$ cat src/qtwc_pkg.sv
`default_nettype none
package qtwc_pkg;

  localparam int NUM_BINS    = 8;
  localparam int NUM_CHOICES = 4;
  localparam int BIN_W       = $clog2(NUM_BINS);
  localparam int CHOICE_W    = $clog2(NUM_CHOICES);
  localparam int ADDR_W      = BIN_W + CHOICE_W;
  localparam int WIN_W       = 31;
  localparam int VAL_W       = 32;
  localparam int DRAW_W      = 8;
  localparam int THR_W       = 9;
  localparam int CFG_ADDR_W  = 3;
  localparam int CFG_DATA_W  = 32;

  localparam logic [WIN_W-1:0] HALVE_LIMIT   = 31'd60000;
  localparam logic [VAL_W-1:0] BIG_STEP      = 32'd1000;
  localparam logic [THR_W-1:0] EXPLORE_RESET = 9'd205;
  localparam logic [1:0]       COUNT_FULL    = 2'd2;

  localparam logic REG_TRAINING  = 1'b0;
  localparam logic REG_THRESHOLD = 1'b1;

  typedef enum logic {
    OP_UPDATE,
    OP_PRELOAD
  } op_t;

  typedef enum logic [CHOICE_W-1:0] {
    ACT_HOLD,
    ACT_INC,
    ACT_STEP,
    ACT_SCALE
  } act_t;

  typedef struct packed {
    op_t                      operation;
    logic [WIN_W-1:0]         window_bytes;
    logic [DRAW_W-1:0]        random_draw;
    logic [CHOICE_W-1:0]      random_action;
    logic [ADDR_W-1:0]        entry_index;
    logic signed [VAL_W-1:0]  entry_value;
  } req_t;

  typedef struct packed {
    logic [VAL_W-1:0] new_window;
    act_t             chosen_action;
    logic [BIN_W-1:0] state_bin;
    logic             explored;
  } rsp_t;

  typedef struct packed {
    logic             training_enable;
    logic [THR_W-1:0] explore_threshold;
  } cfg_t;

  typedef struct packed {
    logic              en;
    logic [ADDR_W-1:0] addr;
    logic [VAL_W-1:0]  data;
  } tbl_wr_t;

  typedef logic [NUM_CHOICES-1:0][VAL_W-1:0] row_t;

  function automatic logic [BIN_W-1:0] bin_of(input logic [WIN_W-1:0] w);
    logic [BIN_W-1:0] b;
    priority if (w < 31'd20000) begin
      b = 3'd0;
    end else if (w < 31'd30000) begin
      b = 3'd1;
    end else if (w < 31'd40000) begin
      b = 3'd2;
    end else if (w < 31'd45000) begin
      b = 3'd3;
    end else if (w < 31'd50000) begin
      b = 3'd4;
    end else if (w < 31'd55000) begin
      b = 3'd5;
    end else if (w < 31'd60000) begin
      b = 3'd6;
    end else begin
      b = 3'd7;
    end
    return b;
  endfunction

endpackage
`default_nettype wire

$ cat src/qtwc_regs.sv
`default_nettype none
module qtwc_regs (
  input  wire logic                              clk,
  input  wire logic                              rst,
  input  wire logic                              psel,
  input  wire logic                              penable,
  input  wire logic                              pwrite,
  input  wire logic [qtwc_pkg::CFG_ADDR_W-1:0]   paddr,
  input  wire logic [qtwc_pkg::CFG_DATA_W-1:0]   pwdata,
  output logic      [qtwc_pkg::CFG_DATA_W-1:0]   prdata,
  output logic                                   pready,
  output qtwc_pkg::cfg_t                         cfg
);

  logic wr;

  assign pready = 1'b1;
  assign wr     = psel && penable && pwrite;

  always_ff @(posedge clk) begin
    if (rst) begin
      cfg.training_enable   <= 1'b0;
      cfg.explore_threshold <= qtwc_pkg::EXPLORE_RESET;
    end else if (wr) begin
      unique case (paddr[2])
        qtwc_pkg::REG_TRAINING:  cfg.training_enable   <= pwdata[0];
        qtwc_pkg::REG_THRESHOLD: cfg.explore_threshold <= pwdata[qtwc_pkg::THR_W-1:0];
      endcase
    end
  end

  always_comb begin
    prdata = '0;
    unique case (paddr[2])
      qtwc_pkg::REG_TRAINING:  prdata[0] = cfg.training_enable;
      qtwc_pkg::REG_THRESHOLD: prdata[qtwc_pkg::THR_W-1:0] = cfg.explore_threshold;
    endcase
  end

endmodule
`default_nettype wire

$ cat src/qtwc_table.sv
`default_nettype none
module qtwc_table (
  input  wire logic                          clk,
  input  wire logic                          rst,
  input  wire qtwc_pkg::tbl_wr_t             wr,
  input  wire logic [qtwc_pkg::BIN_W-1:0]    rd_bin,
  output qtwc_pkg::row_t                     row
);

  qtwc_pkg::row_t rows [qtwc_pkg::NUM_BINS];

  always_ff @(posedge clk) begin
    if (rst) begin
      for (int i = 0; i < qtwc_pkg::NUM_BINS; i++) begin
        rows[i] <= '0;
      end
    end else if (wr.en) begin
      rows[wr.addr[qtwc_pkg::ADDR_W-1:qtwc_pkg::CHOICE_W]]
          [wr.addr[qtwc_pkg::CHOICE_W-1:0]] <= wr.data;
    end
  end

  assign row = rows[rd_bin];

endmodule
`default_nettype wire

$ cat src/qtwc_core.sv
`default_nettype none
module qtwc_core (
  input  wire logic                          clk,
  input  wire logic                          rst,
  input  wire qtwc_pkg::cfg_t                cfg,
  input  wire qtwc_pkg::req_t                item,
  input  wire logic                          fire,
  input  wire qtwc_pkg::row_t                row,
  output logic [qtwc_pkg::BIN_W-1:0]         rd_bin,
  output qtwc_pkg::tbl_wr_t                  wr,
  output qtwc_pkg::rsp_t                     result
);

  logic [qtwc_pkg::BIN_W-1:0]    prev_bin;
  logic [qtwc_pkg::CHOICE_W-1:0] prev_choice;
  logic [qtwc_pkg::WIN_W-1:0]    prev_window;
  logic [1:0]                    update_count;

  logic [qtwc_pkg::WIN_W-1:0]    win;
  logic [qtwc_pkg::BIN_W-1:0]    bin;
  logic                          is_update;
  logic                          learn;
  logic [qtwc_pkg::VAL_W-1:0]    diff;
  qtwc_pkg::row_t                entry;
  logic [qtwc_pkg::CHOICE_W-1:0] best;
  logic                          explore;
  qtwc_pkg::act_t                choice;
  logic [qtwc_pkg::VAL_W:0]      wide;
  logic [qtwc_pkg::VAL_W:0]      sum;

  assign win       = (item.window_bytes >= qtwc_pkg::HALVE_LIMIT) ?
                     (item.window_bytes >> 1) : item.window_bytes;
  assign bin       = qtwc_pkg::bin_of(win);
  assign rd_bin    = bin;
  assign is_update = (item.operation == qtwc_pkg::OP_UPDATE);
  assign learn     = cfg.training_enable && (update_count == qtwc_pkg::COUNT_FULL);
  assign diff      = {1'b0, win} - {1'b0, prev_window};
  assign explore   = cfg.training_enable &&
                     ({1'b0, item.random_draw} < cfg.explore_threshold);

  // This item's learning write lands only at the clock edge, after the argmax, so it is forwarded.
  always_comb begin
    for (int c = 0; c < qtwc_pkg::NUM_CHOICES; c++) begin
      entry[c] = (learn && (prev_bin == bin) &&
                  (prev_choice == qtwc_pkg::CHOICE_W'(c))) ? diff : row[c];
    end
  end

  always_comb begin
    best = '0;
    for (int c = 1; c < qtwc_pkg::NUM_CHOICES; c++) begin
      if ($signed(entry[c]) > $signed(entry[best])) begin
        best = qtwc_pkg::CHOICE_W'(c);
      end
    end
  end

  always_comb begin
    choice = explore ? qtwc_pkg::act_t'(item.random_action) : qtwc_pkg::act_t'(best);
    wide   = {2'b00, win};
    unique case (choice)
      qtwc_pkg::ACT_HOLD:  sum = wide;
      qtwc_pkg::ACT_INC:   sum = wide + 33'd1;
      qtwc_pkg::ACT_STEP:  sum = wide + {1'b0, qtwc_pkg::BIG_STEP};
      qtwc_pkg::ACT_SCALE: sum = wide + (wide >> 1);
      default:             sum = wide;
    endcase
  end

  always_comb begin
    result.new_window    = sum[qtwc_pkg::VAL_W] ? '1 : sum[qtwc_pkg::VAL_W-1:0];
    result.chosen_action = choice;
    result.state_bin     = bin;
    result.explored      = explore;
  end

  always_comb begin
    if (!is_update) begin
      wr.en   = fire;
      wr.addr = item.entry_index;
      wr.data = item.entry_value;
    end else begin
      wr.en   = fire && learn;
      wr.addr = {prev_bin, prev_choice};
      wr.data = diff;
    end
  end

  always_ff @(posedge clk) begin
    if (rst) begin
      prev_bin     <= '0;
      prev_choice  <= '0;
      prev_window  <= '0;
      update_count <= '0;
    end else if (fire && is_update) begin
      prev_bin    <= bin;
      prev_choice <= choice;
      prev_window <= win;
      if (update_count != qtwc_pkg::COUNT_FULL) begin
        update_count <= update_count + 2'd1;
      end
    end
  end

`ifndef SYNTH
  a_count_saturates: assert property (@(posedge clk) disable iff (rst)
    update_count != 2'd3)
    else $error("Update count went past saturation.");

  a_argmax_is_max: assert property (@(posedge clk) disable iff (rst)
    fire && is_update && !explore |->
                 ($signed(entry[choice]) >= $signed(entry[0])) &&
                 ($signed(entry[choice]) >= $signed(entry[1])) &&
                 ($signed(entry[choice]) >= $signed(entry[2])) &&
                 ($signed(entry[choice]) >= $signed(entry[3])))
    else $error("Greedy choice is not a maximum of its row.");

  a_preload_keeps_history: assert property (@(posedge clk) disable iff (rst)
    fire && !is_update |=> $stable(update_count) && $stable(prev_window))
    else $error("Preload beat disturbed the update history.");
`endif

endmodule
`default_nettype wire

$ cat src/q_table_window_controller.sv
`default_nettype none
// A window update accepted into the input stage register has its result registered
// in the result register. Throughput: one beat per cycle, update or preload, from one
// compute pass between the two; an update stalls while an untaken result is held.
// Preload beats write the table and return no result.
// Synchronous reset clears the value table, the update history and the valid flags, and resets the config registers.
module q_table_window_controller (
  input  wire logic                            clk,
  input  wire logic                            rst,
  input  wire logic                            req_valid,
  output logic                                 req_ready,
  input  wire qtwc_pkg::req_t                  req,
  output logic                                 rsp_valid,
  input  wire logic                            rsp_ready,
  output qtwc_pkg::rsp_t                       rsp,
  input  wire logic                            psel,
  input  wire logic                            penable,
  input  wire logic                            pwrite,
  input  wire logic [qtwc_pkg::CFG_ADDR_W-1:0] paddr,
  input  wire logic [qtwc_pkg::CFG_DATA_W-1:0] pwdata,
  output logic      [qtwc_pkg::CFG_DATA_W-1:0] prdata,
  output logic                                 pready
);

  qtwc_pkg::cfg_t             cfg;
  qtwc_pkg::req_t             stage;
  logic                       stage_valid;
  logic                       advance;
  logic                       stage_update;
  qtwc_pkg::row_t             row;
  logic [qtwc_pkg::BIN_W-1:0] rd_bin;
  qtwc_pkg::tbl_wr_t          tbl_wr;
  qtwc_pkg::rsp_t             result;

  qtwc_regs u_regs (
    .clk     (clk),
    .rst     (rst),
    .psel    (psel),
    .penable (penable),
    .pwrite  (pwrite),
    .paddr   (paddr),
    .pwdata  (pwdata),
    .prdata  (prdata),
    .pready  (pready),
    .cfg     (cfg)
  );

  qtwc_table u_table (
    .clk    (clk),
    .rst    (rst),
    .wr     (tbl_wr),
    .rd_bin (rd_bin),
    .row    (row)
  );

  qtwc_core u_core (
    .clk    (clk),
    .rst    (rst),
    .cfg    (cfg),
    .item   (stage),
    .fire   (advance),
    .row    (row),
    .rd_bin (rd_bin),
    .wr     (tbl_wr),
    .result (result)
  );

  assign stage_update = (stage.operation == qtwc_pkg::OP_UPDATE);
  assign advance      = stage_valid && (!stage_update || !rsp_valid || rsp_ready);
  assign req_ready    = !stage_valid || advance;

  always_ff @(posedge clk) begin
    if (rst) begin
      stage_valid <= 1'b0;
    end else if (req_ready) begin
      stage_valid <= req_valid;
    end
  end

  always_ff @(posedge clk) begin
    if (req_valid && req_ready) begin
      stage <= req;
    end
  end

  always_ff @(posedge clk) begin
    if (rst) begin
      rsp_valid <= 1'b0;
    end else if (advance && stage_update) begin
      rsp_valid <= 1'b1;
    end else if (rsp_ready) begin
      rsp_valid <= 1'b0;
    end
  end

  always_ff @(posedge clk) begin
    if (advance && stage_update) begin
      rsp <= result;
    end
  end

`ifndef SYNTH
  a_update_gives_result: assert property (@(posedge clk) disable iff (rst)
    advance && stage_update |=> rsp_valid)
    else $error("Update beat left the stage without a result.");

  a_preload_no_result: assert property (@(posedge clk) disable iff (rst)
    advance && !stage_update && !rsp_valid |=> !rsp_valid)
    else $error("Preload beat produced a result.");

  a_stage_holds: assert property (@(posedge clk) disable iff (rst)
    stage_valid && !advance |=> stage_valid && $stable(stage))
    else $error("Stalled stage lost or changed its beat.");
`endif

endmodule
`default_nettype wire

$ cat config.mk
export PLATFORM = sky130hd
export DESIGN_NAME = q_table_window_controller
export DESIGN_NICKNAME = d
export VERILOG_FILES = /design/src/qtwc_pkg.sv /design/src/qtwc_regs.sv /design/src/qtwc_table.sv /design/src/qtwc_core.sv /design/src/q_table_window_controller.sv
export SDC_FILE = /design/constraint.sdc
export NUM_CORES = 2
export LEC_CHECK = 0
export BUFFER_PORTS_ARGS = -buffer_cell sky130_fd_sc_hd__buf_2
export CORE_AREA = 2 2 352 702
export DETAILED_ROUTE_END_ITERATION = 12
export DIE_AREA = 0 0 354 704
export GPL_TIMING_DRIVEN = 0
export PLACE_DENSITY = 0.47
export SLEW_MARGIN = 10
export SYNTH_ARGS = -nofsm -noshare
export SYNTH_HDL_FRONTEND = slang
export SYNTH_SLANG_ARGS = --single-unit
$ cat constraint.sdc
create_clock -name clk -period 41.6 [get_ports clk]
set_input_delay 2.08 -clock clk [delete_from_list [all_inputs] [get_ports clk]]
set_output_delay 2.08 -clock clk [all_outputs]
set_load 0.01 [all_outputs]
==> summary.txt <==
Leakage - 0.02633 uW
Ratio of cells with drive above 1 in the final layout - 0.1089
Htree depth - 3
Worst hold slack - 462.1 ps
Average wire per standard cell - 33.73 um
CP Class - flop to flop
Die Ht - 704 um
Asr flop ratio synth - 0
DRC - 2
CTS sink count - 1191
Clock network power share - 0.377
Die width - 354 um
Syn avg cell area - 10.36 sq um
# hold bufs at CTS - 0
Via count - 49.06k
Final non-filler cell area - 70300 sq um
Worst-Skew Late Latency - 800 ps
Largest area contributor in the netlist - edfxtp_1
Synth Instances - 5844
Yosys top cell area share - 0.5658
Crit-path slowest cell - inv_1
DR iter-0 viols - 4543
Worst-margin pin slew - 1477 ps
Crit. End Element - flop
Rel. slew slack - 0.01511
IO buf count - 144
Clock Pin Slew Worst Setup and Hold Paths - 70 ps
Critical path required time - 42100 ps
Worst Hold Path EP - u_core.prev_window[18]$_SDFFE_PP0P_
FF+latch count, synth - 1191
Reg2reg setup slack - 12710 ps
Maximum buffer depth of the clock tree - 3
Fin. Hold Viols - 0
Final GP Congestion - 0.9918
First-pass GRT wire length - 424400 um
Clk Tree Root Cell - clkbuf_16
Synthesized area - 60560 sq um
Reg power frac - 0.464
Worst Clk Skew - 49.38 ps
Post-CTS Setup Inserts - 0
Total CTS buffers - 119
Worst R2R Path Depth - 74
Fin Setup TNS - 0 ps
WHS Path Cells - 2
Antenna-violating nets left - 0
Row count - 257
Cell variety after synth - 96
Total power - 2977 uW
CTS tree - done
Gates resized, CTS repair - 0
Post-synth top flop - edfxtp_1
Comb pwr share - 0.159
Initial antenna violation count - 15
Post-synthesis sequential area ratio - 0.5823
Max VDD drop - 0.03867 mV
NetSw - 886.9 uW
Max_cap viols - 0
Via density - 5.151
Period utilisation layout - 0.6944
CP max FO - 10
Worst R2R End - rsp[36]$_DFFE_PP_
Fin nets - 6459
Crit path DAT - 29390 ps
RR Startpoint - stage[73]$_DFFE_PP_
Outcome - finished, violations left
Largest stage delay on the critical path - 1210 ps
Detailed placement HPWL - 256500 um
GR Overflow Total - 0
Fmax - 0.03462 GHz
Unrepaired setup endpoints after global routing - no
GRT Util Overall - 0.2516
Pin count of the biggest net entering global routing - 48
PD cells - 42.35 nW/um^2
Effective utilization at floorplan - 0.2478
# IOs - 194
Endpoints failing setup - 0
First-pass DRT Iterations - 12
Failing checks - DRC
Post-synth EDFFs - 1141
Hold path start - u_core.prev_window[18]$_SDFFE_PP0P_
Vias in the first global route - 49.40k
Area grow syn2layout - 16.09%
Core ar. - 244400 sq um
Sw Ratio - 0.2979
Largest cells by area after synthesis - edfxtp_1, nor2_1, nand2_1
Pins Over Slew Limit - 0
Drt total wl - 321200 um
Worst Hold Class - flop to flop
Die footprint - 249200 sq um
Internal power - 2090 uW
Ys Warns - 0
Cell Area, Placed - 66460 sq um
Crit path time final - 28890 ps
Worst setup SP type - flop
## logic make-up (layout without fill, tap and decap cells)
group,Yosys count,after routing,synth area share
AO/OA/AOI/OAI,854,854,0.09750
adder cells (fa/ha/maj),164,164,0.03401
AND/OR/NAND/NOR,2647,2647,0.1844
other,2,41,0.0001240
buffers and inverters,635,1038,0.04366
flip-flops,1191,1191,0.5823
multiplexers,268,268,0.04593
XOR/XNOR,83,83,0.01200
## metal layers
layer / wire (um) / track usage / vias up
met5: 36 / 0 / -
met4: 37770 / 0.2476 / 6
met3: 14880 / 0.03459 / 983
met2: 172700 / 0.4786 / 2228
met1: 95810 / 0.2197 / 24450
li1: - / - / 21390
## cell usage after synthesis (35+ instances only)
master and instances:
a21oi_1 194, nor3_1 54, and3_1 112, dfxtp_1 50, a31oi_1 61, nand4_1 43
nand3_1 154, inv_1 137, a21o_1 66, mux2_2 72, mux2i_1 189, buf_2 76
xnor2_1 60, edfxtp_1 1141, ha_1 159, a311oi_1 90, o21ai_0 125, nand2b_1 54
nor2_1 1229, o22ai_1 44, nand2_1 865, a211oi_1 35, clkbuf_1 350
## registers in the layout, summed over array words and instances, names as in the netlist
| register | flops |
|---|---|
| u_regs.cfg | 10 |
| stage | 79 |
| u_core.update_count | 2 |
| u_core.prev_bin | 3 |
| u_core.prev_window | 31 |
| stage_valid | 1 |
| u_table.rows | 1024 |
| rsp_valid | 1 |
| rsp | 38 |
| u_core.prev_choice | 2 |
## worst max-delay path by stage
| stage | from | end | slack, ps | cells after the start |
|---|---|---|---|---|
| 6_report | stage[73]$_DFFE_PP_ | rsp[36]$_DFFE_PP_ | 12710 | 74 |
| 5_1_grt | stage[73]$_DFFE_PP_ | rsp[36]$_DFFE_PP_ | 12860 | 75 |
| 4_1_cts | stage[73]$_DFFE_PP_ | rsp[36]$_DFFE_PP_ | 13410 | 74 |
| 3_5_place_dp | stage[73]$_DFFE_PP_ | rsp[36]$_DFFE_PP_ | 13540 | 74 |
| 3_3_place_gp | stage[73]$_DFFE_PP_ | rsp[33]$_DFFE_PP_ | 7380 | 67 |
| 2_1_floorplan | stage[65]$_DFFE_PP_ | rsp[36]$_DFFE_PP_ | 26650 | 76 |
## final cells by class
cell class | count | area (sq um)
Tap cell | 3237 | 4050
Multi-Input combinational cell | 4043 | 22950
Timing Repair Buffer | 187 | 1501
Sequential cell | 1191 | 35260
Fill cell | 25850 | 174100
Clock buffer | 146 | 3143
Antenna cell | 14 | 35.03
Clock inverter | 70 | 650.6
Inverter | 145 | 544.3
Buffer | 490 | 2160
## placed cells by master, fill, tap and decap left out, drive strengths merged, types with 37 or more instances in the layout
cell	netlist	routed
o22ai	44	44
xnor2	60	60
a21o	66	66
nor3	54	54
a31oi	62	62
buf	140	326
clkbuf	350	497
o21ai	136	136
and3	112	112
nand2	865	865
dfxtp	50	50
a211oi	37	37
inv	145	154
clkinv	0	44
a21oi	197	197
edfxtp	1141	1141
nand2b	54	54
nand4	43	43
mux2	79	79
a311oi	90	90
ha	159	159
nor2	1232	1232
nand3	154	154
mux2i	189	189
## worst max-delay path: cells and delay by family (launching register included)
family / cells / cell delay, ps
adders and majority gates: 5 / 1830
buffers and inverters: 15 / 8270
and+or+nand+nor: 18 / 6030
AOI/OAI and AO/OA: 34 / 10220
DFF: 1 / 390
muxes: 1 / 540
xor gates and xnor gates: 1 / 1080
## stage by stage
step	util	worst slack, ps	instances
6_report	0.2877	12710	9523
5_1_grt	0.2876	12860	9513
4_1_cts	0.2875	13410	9508
3_5_place_dp	0.2719	13540	9292
3_3_place_gp	0.2677	7382	9250
2_1_floorplan	-	26650	5869
## power groups by stage
stage	Clock [uW]	Combinational (uW)	Sequential [uW]
global route	1160	497	1380
detailed placement	0	465	1410
global placement	0	454	1410
CTS	1130	467	1380
floorplan	0	253	1400
finish	1120	474	1380
Power figures use the tool's default switching activity.
